[src/hdl/idll_ram.sv]
// Generic single-port-write, single-port-read RAM with registered read data.
module idll_ram #(
    parameter int unsigned WIDTH = 8,
    parameter int unsigned DEPTH = 256,
    localparam int unsigned ADDR_W = $clog2(DEPTH)
) (
    input  logic              clk,
    input  logic              we,
    input  logic [ADDR_W-1:0] waddr,
    input  logic [WIDTH-1:0]  wdata,
    input  logic [ADDR_W-1:0] raddr,
    output logic [WIDTH-1:0]  rdata
);

    logic [WIDTH-1:0] mem [DEPTH];

    // Write port
    always_ff @(posedge clk)
    begin
        if (we)
        begin
            mem[waddr] <= wdata;
        end
    end

    // Registered read port
    always_ff @(posedge clk)
    begin
        rdata <= mem[raddr];
    end

endmodule

[config.mk]
export PLATFORM = sky130hd
export DESIGN_NAME = idll_ram
export DESIGN_NICKNAME = d
export VERILOG_FILES = /design/src/hdl/idll_ram.sv
export SDC_FILE = /design/constraint.sdc
export NUM_CORES = 2
export LEC_CHECK = 0
export ABC_AREA = 1
export BUFFER_PORTS_ARGS = -buffer_cell sky130_fd_sc_hd__buf_2
export CAP_MARGIN = 20
export CORE_AREA = 4 4 414 416
export CTS_CLUSTER_DIAMETER = 40
export DETAILED_ROUTE_END_ITERATION = 8
export DIE_AREA = 0 0 418 420
export GPL_ROUTABILITY_DRIVEN = 0
export PLACE_DENSITY = 0.66
export SYNTH_ARGS = -nofsm -noshare
export SYNTH_HDL_FRONTEND = slang
export SYNTH_SLANG_ARGS = --single-unit
[constraint.sdc]
create_clock -name clk -period 1.75 [get_ports clk]
set_input_delay 0.175 -clock clk [delete_from_list [all_inputs] [get_ports clk]]
set_output_delay 0.175 -clock clk [all_outputs]
set_load 0.05 [all_outputs]
After elaboration in Yosys (flattened, before gate mapping):

Memory sizes are Yosys's and may differ from the RTL's. A register that Yosys moved wholly into a read port is not among the register bits.
Cells that the tools add are included.

* muxes and demuxes: 2

Operators with widths (count)
* $mux W1: 2

* register bits after elaboration: 0
* memory bits (writable): 2048
* input bits: 26
* output and inout port bits: 8
* logic and storage cells: 3
* memories: 1

Memories
* mem: depth 256, width 8, read ports 1, clocked after memory_dff 1, wr ports 1, RTL line 15 `logic [WIDTH-1:0] mem [DEPTH];`

Longest topological paths before layout:

* depth in word-level cells: 2
* depth in mapped cells: 15
* depth with buffers taken out: 11

Worst setup path before layout:

No wires, ideal clock.

* path type: input -> register
* start point: input port we
* end point: memory mem[162][0] (enable)
* library setup time: 0.370 ns
* arrival: 1.296 ns
* required time: 1.380 ns
* path slack: 0.084 ns
* stages: 4
* buffers on the path: 2
* path through: clkbuf_1 nand3_1 clkbuf_1 nor2_1

* word-level cells in the longest chain between the ends: 2

RTL lines
* start, declared: RTL line 8 `input logic we,`
* $mux W1: RTL line 20 `if (we)`
* $mux W1 (not written as such): RTL line 22 `mem[waddr] <= wdata;`
* end, declared: RTL line 15

Every way passes these cells.

==> results summary <==
The worst setup path is captured at a flop. The number of setup violations in the final report came out at 0. The clock network is responsible for 47.5% of the overall power. In this run the tool buffered the top-level ports with 33 buffer cells. Setup repair after global routing could not meet its margin everywhere. Relative to the synthesized area, the layout overhead comes to 21.40%.

The synthesized netlist occupies a cell area of 83400 um^2. The total congestion overflow is 0. After synthesis the netlist holds a flip-flop and latch count of 2056.

The die span in y came out at 420 um. The static leakage power came out at 36.87 nW. The data arrival at the endpoint of the critical path is 2530 ps. The clock tree from TritonCTS is built. The share of layout cells above drive strength 1 came out at 16.09%. The worst hold path passes through 8 cells. The total nets after synthesis is 7029.

The sort of element at the start of the critical path is a flop. The fmax is 574.3 MHz. For met3 alone, demand over resource in global routing was 5.807%. The starting utilization of the core area came out at 49.87%.

The minimum setup slack in the final design is 8.670 ps. Summed over all instances, the cell type with the most area after synthesis is sky130_fd_sc_hd__edfxtp_1. The max-slew violation total from the final report came out at 0.

The met2 routing resource usage after global routing came out at 42.48%. Ranked by total cell area, the synthesized netlist is headed by sky130_fd_sc_hd__edfxtp_1 (74%), sky130_fd_sc_hd__nand3_1 (12%), sky130_fd_sc_hd__nand2_1 (9.6%). The synthesized instance count came out at 7003. The CTS clock-pin slew for the worst setup and hold paths is 60 ps. In this run the critical register-to-register path is launched from mem[189][5]. In the finished design, the share of the clock period the worst path needs comes to 99.50%. The average detailed-routed wire length per instance is 24.20 um. The buffer cell driving the clock tree root is sky130_fd_sc_hd__clkbuf_16. The number of warnings printed during yosys synthesis came out at 0.

The worst-margin pin slew is 791.1 ps. Entering global routing, the biggest net connects 76 pins. For hold timing, the worst endpoint is rdata[0]. The number of buffers inserted by post-CTS setup repair is 0. The initial antenna violation count is 8. For this run, global-route usage on met1 was measured as 37.30%. For the worst setup path, the data required time is 2540 ps. In the routed design, unresolved DRC markers number 0. The clock drives 2056 sinks. The area of the core is 167200 um^2. The power density over cell area is 1164 nW/um^2. The number of nets in the layout came out at 7628. Excluding fillers, the count of instances in the completed layout stands at 10010.

The detailed-router iteration count before antenna repair is 6. In this run the critical register-to-register path is captured at rdata[5]. The count of unique library cells instantiated by Yosys came out at 14. The reg-to-reg setup timing slack came out at 9 ps. The power spent charging and discharging nets is 26.60 mW. The maximum root-to-sink buffer count is 4.

The min-delay analysis places its worst path in the category primary input to flop. The start point of the worst hold path is raddr[5]. In this run the core area contains 150 standard-cell rows.

The total via count in the routed design is 58540. The mean number of vias per cell came out at 5.848. The via count of the first global-routing pass came out at 55870. The relative contribution of sequential cells to total power is 46.1%. Detailed placement finished with a half-perimeter wire length of 150200 um. The total internal power came out at 91.26 mW.

The layer flagged by global routing as most heavily used is met2. The final hold violation count came out at 0. The final wirelength came out at 242200 um. The horizontal die dimension came out at 418 um.

After the first detailed-routing iteration, the DRC count stood at 7930. The share of power burned in combinational logic is 6.3%. The first global-routing pass estimated 358000 um of wire. In this run the worst path has a maximum fanout of 1. The number of filler cells placed in the layout came out at 12590.

The flow ran to the end, and the final reports show no timing, DRC or antenna violations. The sequential-to-total area share from yosys stat is 73.94%. The insertion delay to the later sink of the worst-skew pair is 900 ps. The fraction of synthesized cell area taken by the top area cell type is 73.74%. The number of buffers created by CTS came out at 285.

The die covers 175600 um^2. The startpoint-to-endpoint class of the critical path is flop to flop. The count of pins on the block boundary came out at 34.

The depth of the worst register-to-register path is 10. The clock period minus worst slack is 1741 ps. Across the VDD grid, the largest voltage drop is 0.001098 V. The global-route usage over all layers is 27.31%. The setup slack at placement is -719.6 ps. The H-tree was split into 5 levels.

The tool flagged a number of max-cap violations equal to 0. Headroom to the max-slew limit came out at 47.20%. Once placement completed, the tool counted placed cells totaling 9509. The mean post-synth cell area is 11.91 um^2. The maximum clock skew at final layout came out at 41.68 ps. In this run the remaining antenna-violating nets after routing total 0. The switching portion of total power came out at 22.57%.
-- sequential cells by signal, indices dropped and copies added, names as in the netlist --
| register | cells |
|---|---|
| rdata | 8 |
| mem | 2048 |
-- cells by family after synthesis --
logic type	synth area share, %
flip-flops	73.94
AND/OR/NAND/NOR	22.95
buffers and inverters	3.119
-- layout make-up --
cell class                 instances  area (um^2)  share of cell area, %
clock inverter                   165         1778                  1.756
sequential                      2056        61670                  60.91
timing repair buffer             795         8122                  8.022
multi-input combinational       4425        19320                  19.08
tap                             2204         2758                  2.724
antenna                            6        15.01                0.01483
clock buffer                     319         7408                  7.317
inverter                          39        180.2                 0.1780
-- repair_timing --
action                                 in CTS  in global routing
setup endpoints to repair                  14                  8
endpoints found under the hold margin    1691                  0
gates resized for setup                    32                 22
hold buffers                               10                  0
-- power groups by stage --
stage | sequential (mW) | combinational [mW] | clock (mW)
after CTS | 54.4 | 7.35 | 56.6
after floorplan | 55.4 | 3.35 | 0
after detailed placement | 55.4 | 7.24 | 0
final | 54.4 | 7.48 | 56.0
after global routing | 54.3 | 7.96 | 58.8
after global placement | 55.4 | 7.17 | 0
-- metrics by stage --
step                      utilization, %  power (mW)  instance area (um^2)  setup TNS (ps)  hold WS [ps]
after floorplan                        -       58.80                 83400               0         273.9
after global placement             54.84       62.54                 91710           -7058         482.9
after detailed placement           54.84       62.62                 91710           -8292         487.1
after CTS                          60.46       118.3                101100          -6.605         30.73
after global routing               60.54       121.1                101200          -117.9         105.2
final                              60.54       117.9                101200               0         80.76
-- critical path, stage by stage (launching register included) --
cell	delay, ps
sky130_fd_sc_hd__edfxtp_1	370
sky130_fd_sc_hd__nand2_1	80
sky130_fd_sc_hd__nand3_1	110
sky130_fd_sc_hd__nand3_1	150
sky130_fd_sc_hd__nand3_1	160
sky130_fd_sc_hd__nand3_1	140
sky130_fd_sc_hd__nand3_1	210
sky130_fd_sc_hd__nand3_1	220
sky130_fd_sc_hd__nand2_1	90
sky130_fd_sc_hd__nand2_1	70
sky130_fd_sc_hd__nand2_1	50
-- placed cells by master (no fill, tap or decap), types with 6 or more instances in the layout --
master | netlist | layout
sky130_fd_sc_hd__nand2_1 | 2123 | 2121
sky130_fd_sc_hd__edfxtp_1 | 2048 | 2048
sky130_fd_sc_hd__nand3_1 | 2019 | 1990
sky130_fd_sc_hd__buf_4 | 46 | 590
sky130_fd_sc_hd__clkbuf_16 | 0 | 292
sky130_fd_sc_hd__nor2_1 | 283 | 283
sky130_fd_sc_hd__buf_12 | 0 | 164
sky130_fd_sc_hd__inv_1 | 36 | 34
sky130_fd_sc_hd__inv_6 | 0 | 33
sky130_fd_sc_hd__clkinv_1 | 0 | 29
sky130_fd_sc_hd__clkinvlp_4 | 0 | 27
sky130_fd_sc_hd__clkbuf_1 | 112 | 27
sky130_fd_sc_hd__bufinv_16 | 0 | 27
sky130_fd_sc_hd__nand3_2 | 0 | 25
sky130_fd_sc_hd__clkinv_2 | 0 | 24
sky130_fd_sc_hd__clkinv_4 | 0 | 16
sky130_fd_sc_hd__buf_2 | 268 | 13
sky130_fd_sc_hd__buf_8 | 1 | 11
sky130_fd_sc_hd__inv_8 | 0 | 10
sky130_fd_sc_hd__dlygate4sd3_1 | 0 | 10
sky130_fd_sc_hd__buf_6 | 16 | 7
sky130_fd_sc_hd__diode_2 | 0 | 6
sky130_fd_sc_hd__dfxtp_2 | 0 | 6
-- metal layers --
metal  wire length, um  vias to the layer above  part of all wire (%)
li1                  -                    26150                     -
met1             93270                    28470                    39
met2            112500                     3318                    46
met3             25590                      601                    11
met4             10860                        4                   4.5
met5                23                        -                0.0095
-- Yosys cell counts --
cell	number
sky130_fd_sc_hd__clkbuf_1	112
sky130_fd_sc_hd__dfxtp_1	8
sky130_fd_sc_hd__buf_4	46
sky130_fd_sc_hd__buf_1	40
sky130_fd_sc_hd__buf_2	268
sky130_fd_sc_hd__inv_4	1
sky130_fd_sc_hd__nor2_1	283
sky130_fd_sc_hd__edfxtp_1	2048
sky130_fd_sc_hd__buf_8	1
sky130_fd_sc_hd__inv_2	2
sky130_fd_sc_hd__inv_1	36
sky130_fd_sc_hd__nand3_1	2019
sky130_fd_sc_hd__buf_6	16
sky130_fd_sc_hd__nand2_1	2123
-- worst max path at each step --
stage                startpoint          end  slack, ps  cells after the start
floorplan                    we  mem[162][0]         80                      4
global placement       raddr[1]     rdata[3]       -700                     13
detailed placement     raddr[1]     rdata[3]       -720                     13
CTS                 mem[228][3]     rdata[3]         -6                     10
global route        mem[189][5]     rdata[5]        -50                     10
finish              mem[189][5]     rdata[5]          9                     10
No activity file was read; power rests on OpenSTA's default activity.
