## config.mk

```make
export PLATFORM = sky130hd
export DESIGN_NAME = idll_seq
export DESIGN_NICKNAME = d
export VERILOG_FILES = /design/src/hdl/idll_pkg.sv /design/src/hdl/idll_seq.sv
export SDC_FILE = /design/constraint.sdc
export NUM_CORES = 1
export LEC_CHECK = 0
export CORE_MARGIN = 2
export CORE_UTILIZATION = 35
export CTS_BUF_LIST = sky130_fd_sc_hd__clkbuf_16
export DETAILED_ROUTE_END_ITERATION = 7
export DONT_BUFFER_PORTS = 1
export PLACE_DENSITY_LB_ADDON = 0.05
export SLEW_MARGIN = 20
export SYNTH_ARGS = -nofsm -noshare
export SYNTH_HDL_FRONTEND = slang
export SYNTH_SLANG_ARGS = --single-unit
```

## constraint.sdc

```tcl
create_clock -name clk -period 6 [get_ports clk]
set_input_delay 0.6 -clock clk [delete_from_list [all_inputs] [get_ports clk]]
set_output_delay 0.6 -clock clk [all_outputs]
set_load 0.01 [all_outputs]
```

## src/hdl/idll_pkg.sv

```systemverilog
// Package for the indexed doubly linked list: codes, states and the node index table.
package idll_pkg;

    // Width of the node and link fields on the stream ports
    localparam int unsigned FIELD_W            = 8;
    localparam int unsigned FIELD_SPAN         = 2 ** FIELD_W;
    localparam int unsigned NODE_COUNT_DEFAULT = 256;

    typedef enum logic {
        OP_INSERT = 1'b0,
        OP_REMOVE = 1'b1
    } op_t;

    typedef enum logic [1:0] {
        STATUS_DONE       = 2'd0,
        STATUS_ANCHOR_OUT = 2'd1,
        STATUS_TARGET_IN  = 2'd2,
        STATUS_TARGET_OUT = 2'd3
    } status_t;

    typedef enum logic [2:0] {
        S_CLEAR,
        S_IDLE,
        S_LOOKUP,
        S_WRITE2,
        S_DELIVER
    } state_t;

    // Maps every field value to its node index (value modulo the node count)
    typedef logic [FIELD_SPAN-1:0][FIELD_W-1:0] node_tbl_t;

    // Built by a wrapping counter, evaluated at elaboration
    function automatic node_tbl_t build_node_tbl(int unsigned node_count);
        node_tbl_t            tbl;
        logic [FIELD_W-1:0]   r;
        r = '0;
        for (int i = 0; i < FIELD_SPAN; i++)
        begin
            tbl[i] = r;
            if ({{(32-FIELD_W){1'b0}}, r} + 32'd1 >= node_count)
            begin
                r = '0;
            end
            else
            begin
                r = r + 1'b1;
            end
        end
        return tbl;
    endfunction

endpackage

```

## src/hdl/idll_seq.sv

```systemverilog
// Sequencer: clearing pass, membership checks, link updates and the result register.
module idll_seq #(
    parameter int unsigned NODE_COUNT = idll_pkg::NODE_COUNT_DEFAULT,
    localparam int unsigned IDX_W = $clog2(NODE_COUNT)
) (
    input  logic                         clk,
    input  logic                         rst_n,
    // request side
    input  logic                         in_valid,
    output logic                         in_ready,
    input  idll_pkg::op_t                in_op,
    input  logic [IDX_W-1:0]             in_anchor,
    input  logic [IDX_W-1:0]             in_target,
    // result side
    output logic                         out_valid,
    input  logic                         out_ready,
    output idll_pkg::status_t            out_status,
    output logic [idll_pkg::FIELD_W-1:0] out_succ,
    output logic [idll_pkg::FIELD_W-1:0] out_pred,
    // member/successor memory: {member, successor}
    output logic                         sm_we,
    output logic [IDX_W-1:0]             sm_waddr,
    output logic [IDX_W:0]               sm_wdata,
    input  logic [IDX_W:0]               sm_a_rdata,
    input  logic [IDX_W:0]               sm_t_rdata,
    // predecessor memory
    output logic                         pr_we,
    output logic [IDX_W-1:0]             pr_waddr,
    output logic [IDX_W-1:0]             pr_wdata,
    input  logic [IDX_W-1:0]             pr_t_rdata
);

    import idll_pkg::*;

    localparam logic [IDX_W-1:0] LAST_IDX = IDX_W'(NODE_COUNT - 1);

    state_t            state_reg,    state_next;
    logic [IDX_W-1:0]  clr_cnt_reg,  clr_cnt_next;
    op_t               op_reg,       op_next;
    logic [IDX_W-1:0]  anchor_reg,   anchor_next;
    logic [IDX_W-1:0]  target_reg,   target_next;
    logic [IDX_W-1:0]  after_reg,    after_next;
    status_t           status_reg,   status_next;
    logic [IDX_W-1:0]  res_succ_reg, res_succ_next;
    logic [IDX_W-1:0]  res_pred_reg, res_pred_next;
    logic              out_valid_reg, out_valid_next;
    status_t           out_status_reg;
    logic [FIELD_W-1:0] out_succ_reg;
    logic [FIELD_W-1:0] out_pred_reg;

    logic              out_load;
    logic              slot_free;
    logic              mem_a, mem_t;
    logic [IDX_W-1:0]  succ_a, succ_t;
    status_t           lookup_status;

    // Read data fields, valid in the lookup state
    assign mem_a  = sm_a_rdata[IDX_W];
    assign succ_a = sm_a_rdata[IDX_W-1:0];
    assign mem_t  = sm_t_rdata[IDX_W];
    assign succ_t = sm_t_rdata[IDX_W-1:0];

    assign slot_free = !out_valid_reg || out_ready;

    // Membership checks; anchor check wins over target check on insert
    always_comb
    begin
        priority if (op_reg == OP_REMOVE)
        begin
            lookup_status = mem_t ? STATUS_DONE : STATUS_TARGET_OUT;
        end
        else if (!mem_a)
        begin
            lookup_status = STATUS_ANCHOR_OUT;
        end
        else if (mem_t)
        begin
            lookup_status = STATUS_TARGET_IN;
        end
        else
        begin
            lookup_status = STATUS_DONE;
        end
    end

    // Next state, memory writes and handshakes
    always_comb
    begin
        state_next     = state_reg;
        clr_cnt_next   = clr_cnt_reg;
        op_next        = op_reg;
        anchor_next    = anchor_reg;
        target_next    = target_reg;
        after_next     = after_reg;
        status_next    = status_reg;
        res_succ_next  = res_succ_reg;
        res_pred_next  = res_pred_reg;
        in_ready       = 1'b0;
        out_load       = 1'b0;
        sm_we          = 1'b0;
        sm_waddr       = target_reg;
        sm_wdata       = '0;
        pr_we          = 1'b0;
        pr_waddr       = target_reg;
        pr_wdata       = '0;

        unique case (state_reg)
            S_CLEAR:
            begin
                // node 0 alone is a member, every link zero
                sm_we    = 1'b1;
                sm_waddr = clr_cnt_reg;
                sm_wdata = {clr_cnt_reg == '0, {IDX_W{1'b0}}};
                pr_we    = 1'b1;
                pr_waddr = clr_cnt_reg;
                pr_wdata = '0;
                clr_cnt_next = clr_cnt_reg + 1'b1;
                if (clr_cnt_reg == LAST_IDX)
                begin
                    state_next = S_IDLE;
                end
            end
            S_IDLE:
            begin
                in_ready = 1'b1;
                if (in_valid)
                begin
                    op_next     = in_op;
                    anchor_next = in_anchor;
                    target_next = in_target;
                    state_next  = S_LOOKUP;
                end
            end
            S_LOOKUP:
            begin
                status_next   = lookup_status;
                res_succ_next = succ_t;
                res_pred_next = pr_t_rdata;
                if (lookup_status == STATUS_DONE && op_reg == OP_INSERT)
                begin
                    // anchor -> target, pred of old successor -> target
                    sm_we         = 1'b1;
                    sm_waddr      = anchor_reg;
                    sm_wdata      = {1'b1, target_reg};
                    pr_we         = 1'b1;
                    pr_waddr      = succ_a;
                    pr_wdata      = target_reg;
                    after_next    = succ_a;
                    res_succ_next = succ_a;
                    res_pred_next = anchor_reg;
                    state_next    = S_WRITE2;
                end
                else if (lookup_status == STATUS_DONE)
                begin
                    // bridge predecessor and successor; the predecessor is the
                    // target itself only when it is the last member
                    sm_we      = 1'b1;
                    sm_waddr   = pr_t_rdata;
                    sm_wdata   = {pr_t_rdata != target_reg, succ_t};
                    pr_we      = 1'b1;
                    pr_waddr   = succ_t;
                    pr_wdata   = pr_t_rdata;
                    after_next = succ_t;
                    state_next = S_WRITE2;
                end
                else
                begin
                    state_next = S_DELIVER;
                end
            end
            S_WRITE2:
            begin
                // target's own entry: member flag follows the operation
                sm_we    = 1'b1;
                sm_waddr = target_reg;
                sm_wdata = {op_reg == OP_INSERT, after_reg};
                pr_we    = (op_reg == OP_INSERT);
                pr_waddr = target_reg;
                pr_wdata = anchor_reg;
                state_next = S_DELIVER;
            end
            S_DELIVER:
            begin
                if (slot_free)
                begin
                    out_load = 1'b1;
                    in_ready = 1'b1;
                    if (in_valid)
                    begin
                        op_next     = in_op;
                        anchor_next = in_anchor;
                        target_next = in_target;
                        state_next  = S_LOOKUP;
                    end
                    else
                    begin
                        state_next = S_IDLE;
                    end
                end
            end
            default:
            begin
                state_next = S_CLEAR;
            end
        endcase
    end

    // Output valid flag
    always_comb
    begin
        if (out_load)
        begin
            out_valid_next = 1'b1;
        end
        else if (out_ready)
        begin
            out_valid_next = 1'b0;
        end
        else
        begin
            out_valid_next = out_valid_reg;
        end
    end

    // Control registers
    always_ff @(posedge clk or negedge rst_n)
    begin
        if (!rst_n)
        begin
            state_reg     <= S_CLEAR;
            clr_cnt_reg   <= '0;
            out_valid_reg <= 1'b0;
        end
        else
        begin
            state_reg     <= state_next;
            clr_cnt_reg   <= clr_cnt_next;
            out_valid_reg <= out_valid_next;
        end
    end

    // Payload registers
    always_ff @(posedge clk)
    begin
        op_reg       <= op_next;
        anchor_reg   <= anchor_next;
        target_reg   <= target_next;
        after_reg    <= after_next;
        status_reg   <= status_next;
        res_succ_reg <= res_succ_next;
        res_pred_reg <= res_pred_next;
        if (out_load)
        begin
            out_status_reg <= status_reg;
            out_succ_reg   <= FIELD_W'(res_succ_reg);
            out_pred_reg   <= FIELD_W'(res_pred_reg);
        end
    end

    assign out_valid  = out_valid_reg;
    assign out_status = out_status_reg;
    assign out_succ   = out_succ_reg;
    assign out_pred   = out_pred_reg;

endmodule

```

# Yosys cells after proc, flatten, opt, wreduce, memory -nomap -nowiden

Cells that the tools add are included.

Equal/unequal tests: 9
Muxes and demuxes: 45
Reduce and logical (&&, ||, !) cells: 13
$add $sub $neg: 1
Bitwise operators: 1

Operators by type and width:

| kind                                                            | count |
|---|---|
| 8-bit 2-to-1 mux                                                | 14 |
| 8-bit one-hot mux with 2 select lines                           | 5 |
| 9-bit one-hot mux with 3 select lines                           | 1 |
| 9-bit 2-to-1 mux                                                | 2 |
| 3-bit 2-to-1 mux                                                | 5 |
| 3-bit one-hot mux with 5 select lines                           | 1 |
| 2-bit 2-to-1 mux                                                | 5 |
| 8-bit by 1-bit adder with 8-bit output, second input constant   | 1 |
| 8-bit == test, second input constant                            | 1 |
| 8-bit zero test                                                 | 1 |
| 1-bit 2-to-1 mux                                                | 8 |
| 8-bit != test                                                   | 1 |
| 3-bit by 2-bit == test with 1-bit output, second input constant | 2 |
| 2-bit != test, second input constant                            | 3 |
| 1-bit one-hot mux with 2 select lines                           | 3 |
| 2-bit nonzero test                                              | 3 |
| 2-bit AND reduction                                             | 2 |
| 3-bit by 1-bit == test with 1-bit output, second input constant | 1 |
| 3-bit == test, second input constant                            | 1 |
| 3-bit zero test                                                 | 1 |
| 1-bit one-hot mux with 3 select lines                           | 1 |
| 3-bit AND reduction                                             | 1 |
| 2-bit zero test                                                 | 1 |
| 2-bit OR reduction                                              | 1 |
| other kinds (4)                                                 | 4 |

Logic and storage cells: 82
Bits in registers: 73
Output and inout bits: 55
Bits of input ports: 47

# Logic depth before layout (Yosys ltp)

Gate-level depths: netlist (run 1).

Word-level depth: 7
Depth in mapped cells: 7
Mapped depth without buffers: 5

# Least setup slack after synthesis (run 1)

No wires, ideal clock.

Path kind: input port to output port
Start: in sm_t_rdata[8]
End: out pr_waddr[5]
Required time: 5.400 ns
Path buffers: 2
Cell stages on the path: 6
Arrival time: 1.668 ns
Setup slack: 3.732 ns
Cells stage by stage: or3b_1 -> buf_2 -> buf_6 -> o22ai_1 -> a21oi_1 -> a221o_1

Cells in the longest elaborated chain, start to end: 7
Elaborated cells on any way between the ends: 9
Classes of those cells: 7 x mux; 2 x reduce/logical

Ends and longest elaborated chain:

| what                                                  | line                             | text |
|---|---|---|
| from (decl)                                           | idll_seq.sv:25                   | `input logic [IDX_W:0] sm_t_rdata,` |
| 2-bit 2-to-1 mux                                      | idll_seq.sv:76                   | `else if (mem_t)` |
| 2-bit 2-to-1 mux                                      | idll_seq.sv:72                   | `else if (!mem_a)` |
| 2-bit 2-to-1 mux (*)                                  | idll_seq.sv:68                   | `priority if (op_reg == OP_REMOVE)` |
| 2-bit zero test (*)                                   | idll_seq.sv:139, idll_seq.sv:153 |  |
| 8-bit 2-to-1 mux or 1-bit logical AND (tied branches) | idll_seq.sv:153, idll_seq.sv:139 |  |
| 8-bit 2-to-1 mux (*)                                  | idll_seq.sv:139                  | `if (lookup_status == STATUS_DONE && op_reg == OP_INSERT)` |
| 8-bit one-hot mux with 2 select lines (*)             | idll_seq.sv:107                  | `unique case (state_reg)` |
| to (decl)                                             | idll_seq.sv:28                   | `output logic [IDX_W-1:0] pr_waddr,` |

Every way passes the cells marked *; elsewhere a longest branch is shown, timed or not.

# Final worst setup path (run 1)

Start: reg op_reg
End: out sm_waddr[0]

Cells in the longest elaborated chain, start to end: 5
Elaborated cells on any way between the ends: 7
Classes of those cells: 4 x mux; 1 x bitwise; 2 x reduce/logical

Ends and longest elaborated chain:

| what                                                  | line                             | text |
|---|---|---|
| from (decl)                                           | idll_seq.sv:39                   | `op_t op_reg, op_next;` |
| from (signal assigned)                                | idll_seq.sv:245                  | `op_reg <= op_next;` |
| 2-bit 2-to-1 mux                                      | idll_seq.sv:68                   |  |
| 2-bit zero test                                       | idll_seq.sv:139, idll_seq.sv:153 |  |
| 8-bit 2-to-1 mux or 1-bit logical AND (tied branches) | idll_seq.sv:153, idll_seq.sv:139 |  |
| 8-bit 2-to-1 mux (*)                                  | idll_seq.sv:139                  |  |
| 8-bit one-hot mux with 2 select lines (*)             | idll_seq.sv:107                  |  |
| to (decl)                                             | idll_seq.sv:22                   | `output logic [IDX_W-1:0] sm_waddr,` |

Marked as above.

==> summary.txt, run 1 <==
Status
  • Status: finished, final reports clean

Synthesis
  • Net count after synthesis: 377
  • Largest area contributor in the netlist: edfxtp_1
  • Synth Instances: 328
  • Most frequent cell after synthesis: nand2_1
  • Sequential area share after synthesis: 0.5919
  • Post-synth ARST share: 0.1644
  • Main area contributors after synthesis: edfxtp_1, dfrtp_1, nand2_1
  • Top_reg_cell synth: edfxtp_1
  • Distinct cells, synth: 41
  • Synth warnings: 0
  • Synthesized cell area: 3602 µm²
  • Synth cell count leaders: nand2_1, edfxtp_1, a21oi_1, a21o_1, a221o_1
  • Syn_area_per_cell: 10.98 µm²
  • EDFF count, synth: 61
  • Yosys reg bits: 73
  • Synth top area share: 0.5085

Worst setup path
  • WP data arrival: 2590 ps
  • Crit path max-delay family: compound AO/OA/AOI/OAI gates
  • Critical path cell sequence: and2_0, o211ai_2, buf_4, a21oi_1, a221o_1
  • Crit path launch type: flip-flop
  • Crit end category: primary output
  • Largest stage delay on the critical path: 610 ps
  • Worst-path maximum fanout: 18
  • WP buf/inv: 1
  • CP Data Required Time: 5400 ps
  • Cell count along the critical path: 5
  • Crit Path Class: reg2out
  • R2R depth: 3
  • Slowest library cell on the worst path: o211ai_2

Layout
  • Area taken by multi-input logic gates: 1333 µm²
  • Nets: 370
  • Fillers: 984
  • Antenna diode count: 0
  • Fraction of layout instances using a drive strength above 1: 0.07975
  • FF/Latch Area: 2132 µm²
  • Layout area overhead: 10.63%
  • Final core occ: 0.3931

Route
  • Final ANT Viol Nets: 0
  • DRC Markers: 0
  • DR vias: 2610
  • WL final: 10.12 mm
  • DR WL/cell: 21.89 µm
  • Drt via density: 5.649
  • First-iteration detailed-routing DRC count: 115
  • DRT Pass-1 Iters: 4

STA
  • Setup WS post-layout: 2811 ps
  • Max-slew violation count: 0
  • Final hold violations: 0
  • Post-route setup TNS: 0 ps
  • Clock Skew: 7.310 ps
  • # setup viols final: 0
  • Fmax: 313.6 MHz
  • Worst-Margin Slew: 831.5 ps
  • Tmin final: 3189 ps
  • RSZ-0062 raised after global routing: false
  • Slew HR: 0.4457
  • Final period utilization: 0.5315

Power
  • Worst vdd ir: 0.0001854 V
  • Lkg Pwr: 1.555 nW
  • Power density cells: 454.1 nW/µm²
  • Total Power: 0.001809 W

Global route
  • Antenna violations before repair: 0
  • Global Route Usage Sum: 0.1847
  • Pin count of the biggest net entering global routing: 33
  • Vias in the first global route: 2509
  • GRT Residual Overflow: 0
  • First-pass GRT wire length: 15.08 mm

Clocking
  • Clock Latency Late Sink: 330 ps
  • CTS Root Cell: clkbuf_16
  • # resized after CTS: 0
  • Hold_buf cts: 1
  • Setup repair bufs after CTS: 0
  • Clk slew on worst S/H paths: 60 ps
  • Clock sinks: 73
  • H-tree depth: 3
  • CTS Buf Count: 9
  • Clock buffer depth: 2
  • CTS tree: done

Floorplan
  • Core area: 10140 µm²
  • I/O Pins: 102
  • Row count: 37
  • Initial core utilization: 0.3553
  • Die Y-Extent: 105.5 µm
  • Die ar.: 11120 µm²
  • Die X-Extent: 105.5 µm

Hold path
  • Hold Crit Class: in2reg
  • Worst hold path depth: 0

Placement
  • Port Buffer Count: 0
  • Dpl hpwl: 7.410 mm
  • Setup WS pre-CTS: 3091 ps
  • Routability Congestion: 0.8046

Flow run
  • Max cap viols: 0
[area by class of cell]
type,count,area share
clock inverter,7,0.01570
inverter,6,0.005651
multi-input combinational,226,0.3344
timing repair buffer,5,0.01005
sequential,73,0.5350
tap,136,0.04270
clock buffer,9,0.05651
[through the flow]
stage | cells | instance area, µm² | hold WS, ps
2_1_floorplan | 328 | 3602 | 304.4
3_3_place_gp | 445 | 3687 | 304.6
3_5_place_dp | 445 | 3687 | 304.6
4_1_cts | 462 | 3985 | 346.7
5_1_grt | 462 | 3985 | 345.5
6_report | 462 | 3985 | 356.6
[path summary, 6_finish.rpt]
| kind | from | end | slack [ps] |
|---|---|---|---|
| max in group asynchronous | rst_n | clr_cnt_reg[4] | 4900 |
| max | op_reg | sm_waddr[0] | 2810 |
| min reg2reg | res_pred_reg[4] | out_pred[4] | 420 |
| min | in_anchor[5] | anchor_reg[5] | 360 |
| min in group asynchronous | rst_n | clr_cnt_reg[2] | 710 |
| max reg2reg | state_reg[0] | op_reg | 3810 |
[per-layer routing]
layer  routed length [µm]  up-vias  GRT usage
li1                     -     1199          -
met1                 4717     1258     0.2578
met2                 4194      127     0.2516
met3                  841       26    0.05999
met4                  363        0     0.1000
met5                    0        -          0
[placed cells by master, fill, tap and decap left out, types with 3 or more instances in the layout]
cell type	n
nand2_1	78
edfxtp_1	61
a21oi_1	36
a21o_1	16
a221o_1	14
o22ai_1	13
dfrtp_1	12
clkbuf_16	9
xnor2_1	8
inv_1	7
xor2_1	7
o21ai_0	6
nor2_1	5
nand4_1	4
buf_4	4
nor2b_1	3
nand2b_1	3
nand3_1	3
nor4_1	3
and3_1	3
[where the power goes]
group          total [W]  leakage [nW]  switching [W]  internal, W
clock network   0.000520         0.140       0.000203     0.000317
logic           0.000519         0.708       0.000336     0.000183
registers       0.000771         0.707       0.000107     0.000664
[logic make-up after synthesis]
group | share of synthesized area
simple gates | 0.1459
xor+xnor | 0.03647
flops | 0.5919
buf+inv | 0.03960
compound gates | 0.1792
fa+ha+maj | 0.006946
No activity file was read; power rests on OpenSTA's default activity.
==> inputs of run 2 (changes only) <==
Clock period 6 ns to 2.6 ns, I/O delays scaled along.
==> summary.txt, run 2 (synthesis results as in run 1) <==
Worst setup path
  • Crit Path Class: reg2out
  • Setup crit start: op_reg
  • R2R depth: 4 (+1)
  • R2r startpoint: op_reg
  • Critical path cell sequence: and2_0, o211ai_2, buf_4, a21oi_1, a221o_1
  • Flop2flop setup slack: 660 ps (-3150 ps)
  • FF-to-FF End: after_reg[5]
  • CP Data Required Time: 2340 ps (-3060 ps)
  • Crit end category: primary output
  • Largest stage delay on the critical path: 530 ps (-80 ps)
  • CP Capture Point: sm_waddr[7]
  • Worst-path maximum fanout: 23 (+5)
  • WP data arrival: 2200 ps (-390 ps)
  • Slowest library cell on the worst path: edfxtp_1
  • Crit path launch type: flip-flop

Layout
  • Nets: 380 (+2.7%)
  • Fin area: 4063 µm² (+1.9%)
  • Fraction of layout instances using a drive strength above 1: 0.1071 (+0.02739)
  • Commonest non-fill, non-tap cell in the layout: nand2_1
  • Antenna diode count: 0 (unchanged)
  • Commonest non-fill, non-tap cells in the layout: nand2_1, edfxtp_1, a21oi_1
  • Fillers: 961 (-2.3%)
  • Layout area overhead: 12.78%

Clocking
  • H-tree depth: 3 (unchanged)
  • Setup repair bufs after CTS: 0 (unchanged)
  • Clock Latency Late Sink: 330 ps (about the same)
  • CTS tree: done
  • CTS Root Cell: clkbuf_16
  • Clock buffer depth: 2 (unchanged)
  • Clk slew on worst S/H paths: 60 ps (about the same)
  • CTS Buf Count: 9 (unchanged)
  • Clock sinks: 73 (unchanged)

STA
  • RSZ-0062 raised after global routing: false
  • Final hold violations: 0 (unchanged)
  • # setup viols final: 0 (unchanged)
  • Max-slew violation count: 0 (unchanged)
  • Post-route setup TNS: 0 ps (unchanged)
  • Final period utilization: 0.9465
  • Clock Skew: 6.590 ps (-0.7201 ps)
  • Worst-Margin Slew: 678.3 ps (-153.2 ps)
  • Fmax: 406.4 MHz
  • Tmin final: 2461 ps
  • Slew HR: 0.5478 (+0.1021)

Power
  • Lkg Pwr: 1.605 nW (+3.2%)
  • Power density cells: 1040 nW/µm² (+130%)
  • Worst vdd ir: 0.0003847 V (+110%)

Placement
  • Port Buffer Count: 0 (unchanged)
  • Routability Congestion: 0.8717 (+8.3%)
  • DP Area: 3762 µm² (+2.0%)
  • Dpl hpwl: 7.502 mm (+1.2%)

Global route
  • Global Route Usage Sum: 0.1843 (-0.0004314)
  • Pin count of the biggest net entering global routing: 24 (-27%)
  • GRT Residual Overflow: 0 (unchanged)
  • Antenna violations before repair: 0 (unchanged)
  • First-pass GRT wire length: 14.98 mm (-0.69%)
  • Vias in the first global route: 2489 (-0.80%)

Status
  • Status: finished, final reports clean

Hold path
  • Hold Crit Class: in2reg

Route
  • Final ANT Viol Nets: 0 (unchanged)
  • WL final: 9.983 mm (-1.3%)
  • DRC Markers: 0 (unchanged)
  • First-iteration detailed-routing DRC count: 126 (+9.6%)
  • DR WL/cell: 21.15 µm (-3.4%)
  • Drt via density: 5.439 (-3.7%)
  • DR vias: 2567 (-1.6%)
  • DRT Pass-1 Iters: 4 (unchanged)

Floorplan
  • Initial core utilization: 0.3553 (unchanged)
  • Die Y-Extent: 105.5 µm (unchanged)
  • Row count: 37 (unchanged)
  • Die ar.: 11120 µm² (unchanged)
  • Core area: 10140 µm² (unchanged)
  • I/O Pins: 102 (unchanged)
  • Die X-Extent: 105.5 µm (unchanged)

Flow run
  • Max cap viols: 0 (unchanged)
[run 2: changes by cell type in the layout (fill, tap and decap cells not counted), sizes merged]
cell	before	now
buf	4	14
[run 2: how the worst min path moves through the flow]
stage	startpoint	end	cells past startpoint
floorplan	rst_n	clr_cnt_reg[0]	0
global placement	rst_n	out_valid	0
detailed placement	rst_n	out_valid	0
CTS	in_target[5]	target_reg[5]	0
global route	in_target[5]	target_reg[5]	0
finish	in_target[5]	target_reg[5]	0
[run 2: timing repair]
action,in CTS,in global routing
setup endpoints to repair,0,2
resized for setup,0,1
hold buffers,1,0
hold endpoints to repair,12,0
[run 2: critical path, delay by kind of cell (launching register included)]
family,cells,cell delay [ps]
flip-flops,1,530
AO/OA/AOI/OAI,3,700
buffers and inverters,1,290
AND/OR/NAND/NOR,1,350
[run 2: metal layers]
layer / track usage / share of wire / wire (µm) / vias up
met2: 0.2677 / 0.44 / 4426 / 111
met4: 0.06095 / 0.019 / 194 / 0
met5: 0 / 0 / 0 / -
met1: 0.2404 / 0.43 / 4329 / 1226
li1: - / - / - / 1215
met3: 0.08905 / 0.10 / 1033 / 15
[run 2: final cells by class]
type,count,area [µm²],share of cell area
clock buffer,9,225.2,0.05544
multi-input combinational,226,1335,0.3286
clock inverter,7,62.56,0.01540
sequential,73,2132,0.5248
timing repair buffer,15,115.1,0.02833
inverter,6,22.52,0.005544
tap,136,170.2,0.04188
[run 2: where the power goes]
group	internal (W)	leakage, nW	switching [W]
Combinational	0.000454	0.758	0.000804
Clock	0.000732	0.140	0.000461
Sequential	0.00153	0.707	0.000245
Total	0.00272	1.61	0.00151
[run 2: metrics by stage]
step | std cells | util | hold WS, ps | power, W | worst slack [ps]
6_report | 472 | 0.4007 | 23.00 | 0.004224 | 139.1
5_1_grt | 472 | 0.4007 | 0.009159 | 0.004448 | 23.33
4_1_cts | 472 | 0.4005 | 11.01 | 0.004249 | 144.3
3_5_place_dp | 455 | 0.3711 | -35.39 | 0.003038 | 500.7
3_3_place_gp | 455 | 0.3711 | -35.36 | 0.003044 | 477.6
2_1_floorplan | 328 | - | -35.59 | 0.002675 | 627.0
==> inputs of run 3 (changes only) <==
Settings changed: PLACE_DENSITY_LB_ADDON 0.05 to 0.25.
==> summary.txt, run 3 (synthesis results as in run 1) <==
Global route
  • First-pass GRT wire length: 14.52 mm (-3.0%)
  • GRT Residual Overflow: 0 (unchanged)
  • Antenna violations before repair: 1 (+1)
  • Vias in the first global route: 2475 (-0.56%)
  • Pin count of the biggest net entering global routing: 24 (unchanged)
  • Global Route Usage Sum: 0.1780 (-0.006261)

Layout
  • Commonest non-fill, non-tap cells in the layout: nand2_1, edfxtp_1, a21oi_1
  • Area taken by multi-input logic gates: 1333 µm² (-0.19%)
  • Nets: 380 (unchanged)
  • Commonest non-fill, non-tap cell in the layout: nand2_1
  • Fillers: 955 (-0.62%)
  • Antenna diode count: 0 (unchanged)
  • Fin area: 4060 µm² (about the same)
  • Layout area overhead: 12.71% (about the same)
  • FF/Latch Area: 2132 µm² (unchanged)
  • Fraction of layout instances using a drive strength above 1: 0.1042 (-0.002976)

STA
  • # setup viols final: 0 (unchanged)
  • Final hold violations: 0 (unchanged)
  • Fmax: 405.5 MHz (-0.21%)
  • Clock Skew: 4.969 ps (-1.621 ps)
  • RSZ-0062 raised after global routing: false
  • Tmin final: 2466 ps (+5.102 ps)
  • Post-route setup TNS: 0 ps (unchanged)
  • Worst-Margin Slew: 751.8 ps (+73.41 ps)
  • Max-slew violation count: 0 (unchanged)
  • Slew HR: 0.4983 (-0.04949)
  • Setup WS post-layout: 134.0 ps (-5.102 ps)
  • Final period utilization: 0.9485 (+0.001962)

Worst setup path
  • CP Data Required Time: 2340 ps (about the same)
  • Slowest library cell on the worst path: or4b_2
  • Crit path launch type: flip-flop
  • Crit Path Class: reg2out
  • Crit end category: primary output
  • WP data arrival: 2210 ps (about the same)
  • Critical path cell sequence: inv_1, ha_1, or4b_2, nor4_1, a22o_1
  • Largest stage delay on the critical path: 580 ps (+50 ps)
  • Worst-path maximum fanout: 5 (-78%)
  • Crit path max-delay family: simple AND/OR/NAND/NOR gates
  • WP buf/inv: 1 (unchanged)

Floorplan
  • Die X-Extent: 105.5 µm (unchanged)
  • Row count: 37 (unchanged)
  • Die ar.: 11120 µm² (unchanged)
  • I/O Pins: 102 (unchanged)
  • Core area: 10140 µm² (unchanged)
  • Die Y-Extent: 105.5 µm (unchanged)
  • Initial core utilization: 0.3553 (unchanged)

Route
  • DRC Markers: 0 (unchanged)
  • DRT Pass-1 Iters: 4 (unchanged)
  • DR vias: 2601 (+1.3%)
  • DR WL/cell: 20.37 µm (-3.7%)
  • Met2 WL: 4.382 mm (-0.99%)
  • Max layer used: met4
  • WL final: 9.614 mm (-3.7%)
  • Met3 routed WL: 1.204 mm (+17%)
  • Drt via density: 5.511 (+1.3%)
  • M1 WL: 3.842 mm (-11%)
  • Final ANT Viol Nets: 0 (unchanged)
  • First-iteration detailed-routing DRC count: 135 (+7.1%)

Placement
  • Port Buffer Count: 0 (unchanged)
  • Dpl hpwl: 7.278 mm (-3.0%)
  • Routability Congestion: 0.9659 (+11%)
  • DP Area: 3747 µm² (-0.40%)
  • Setup WS pre-CTS: 442.8 ps (-57.91 ps)

Clocking
  • Clock buffer depth: 2 (unchanged)
  • CTS tree: done
  • Clock Latency Late Sink: 330 ps (about the same)
  • CTS Buf Count: 9 (unchanged)
  • Clock sinks: 73 (unchanged)
  • H-tree depth: 3 (unchanged)
  • Clk slew on worst S/H paths: 50 ps (about the same)
  • CTS Root Cell: clkbuf_16

Power
  • Comb power frac: 0.300 (+0.002)
  • Switching portion of total power: 0.3492 (-0.007966)
  • Sequential Power Share: 0.417 (-0.003)
  • Clock power frac: 0.283 (about the same)
  • Lkg Pwr: 1.604 nW (-0.10%)
  • Power density cells: 1029 nW/µm² (-1.0%)
  • Worst vdd ir: 0.0004494 V (+17%)
  • Sw power: 0.001460 W (-3.3%)
  • Pint: 0.002720 W (+0.16%)

Status
  • Status: finished, final reports clean

Hold path
  • Hold Crit Class: in2reg

Flow run
  • Max cap viols: 0 (unchanged)
## run 3: cell counts in the layout (fill, tap and decap cells not counted)
Identical to the previous run, type by type.
## run 3: final cells by class
class                      count  area share
sequential                    73      0.5251
tap                          136     0.04191
multi-input combinational    226      0.3282
clock buffer                   9     0.05547
inverter                       6    0.005547
timing repair buffer          15     0.02835
clock inverter                 7     0.01541
## run 3: per-stage QoR
stage | hold slack [ps] | power, W | utilization | cells
floorplan | -35.59 | 0.002675 | - | 328
global placement | -35.16 | 0.003004 | 0.3696 | 453
detailed placement | -35.19 | 0.003011 | 0.3696 | 453
CTS | 15.31 | 0.004213 | 0.3990 | 470
global route | 8.391 | 0.004398 | 0.4005 | 472
finish | 25.45 | 0.004180 | 0.4005 | 472
## run 3: path summary, 6_finish.rpt
check	depth (start not counted)	endpoint	slack [ps]	start
max	5	sm_wdata[8]	130	clr_cnt_reg[0]
min	0	anchor_reg[4]	30	in_anchor[4]
max reg2reg	3	res_pred_reg[5]	690	state_reg[0]
min reg2reg	0	out_pred[5]	410	res_pred_reg[5]
max in group asynchronous	1	clr_cnt_reg[2]	1860	rst_n
min in group asynchronous	1	state_reg[1]	370	rst_n
## run 3: what timing repair did
action | in CTS | in global routing
resized for setup | 0 | 0
setup buffers | 0 | 2
hold endpoints to repair | 12 | 0
setup endpoints to repair | 0 | 2
hold buffers | 1 | 0
## run 3: power groups by stage
stage,Clock [W],Combinational (W),Sequential (W)
global route,0.00125,0.00137,0.00178
finish,0.00118,0.00125,0.00174
detailed placement,0,0.00124,0.00177
global placement,0,0.00124,0.00176
floorplan,0,0.000999,0.00168
CTS,0.00121,0.00126,0.00175
## run 3: per-layer routing
metal,global-route usage,vias up
li1,-,1219
met1,0.2402,1248
met2,0.2622,121
met3,0.06184,13
met4,0.07048,0
met5,0,-
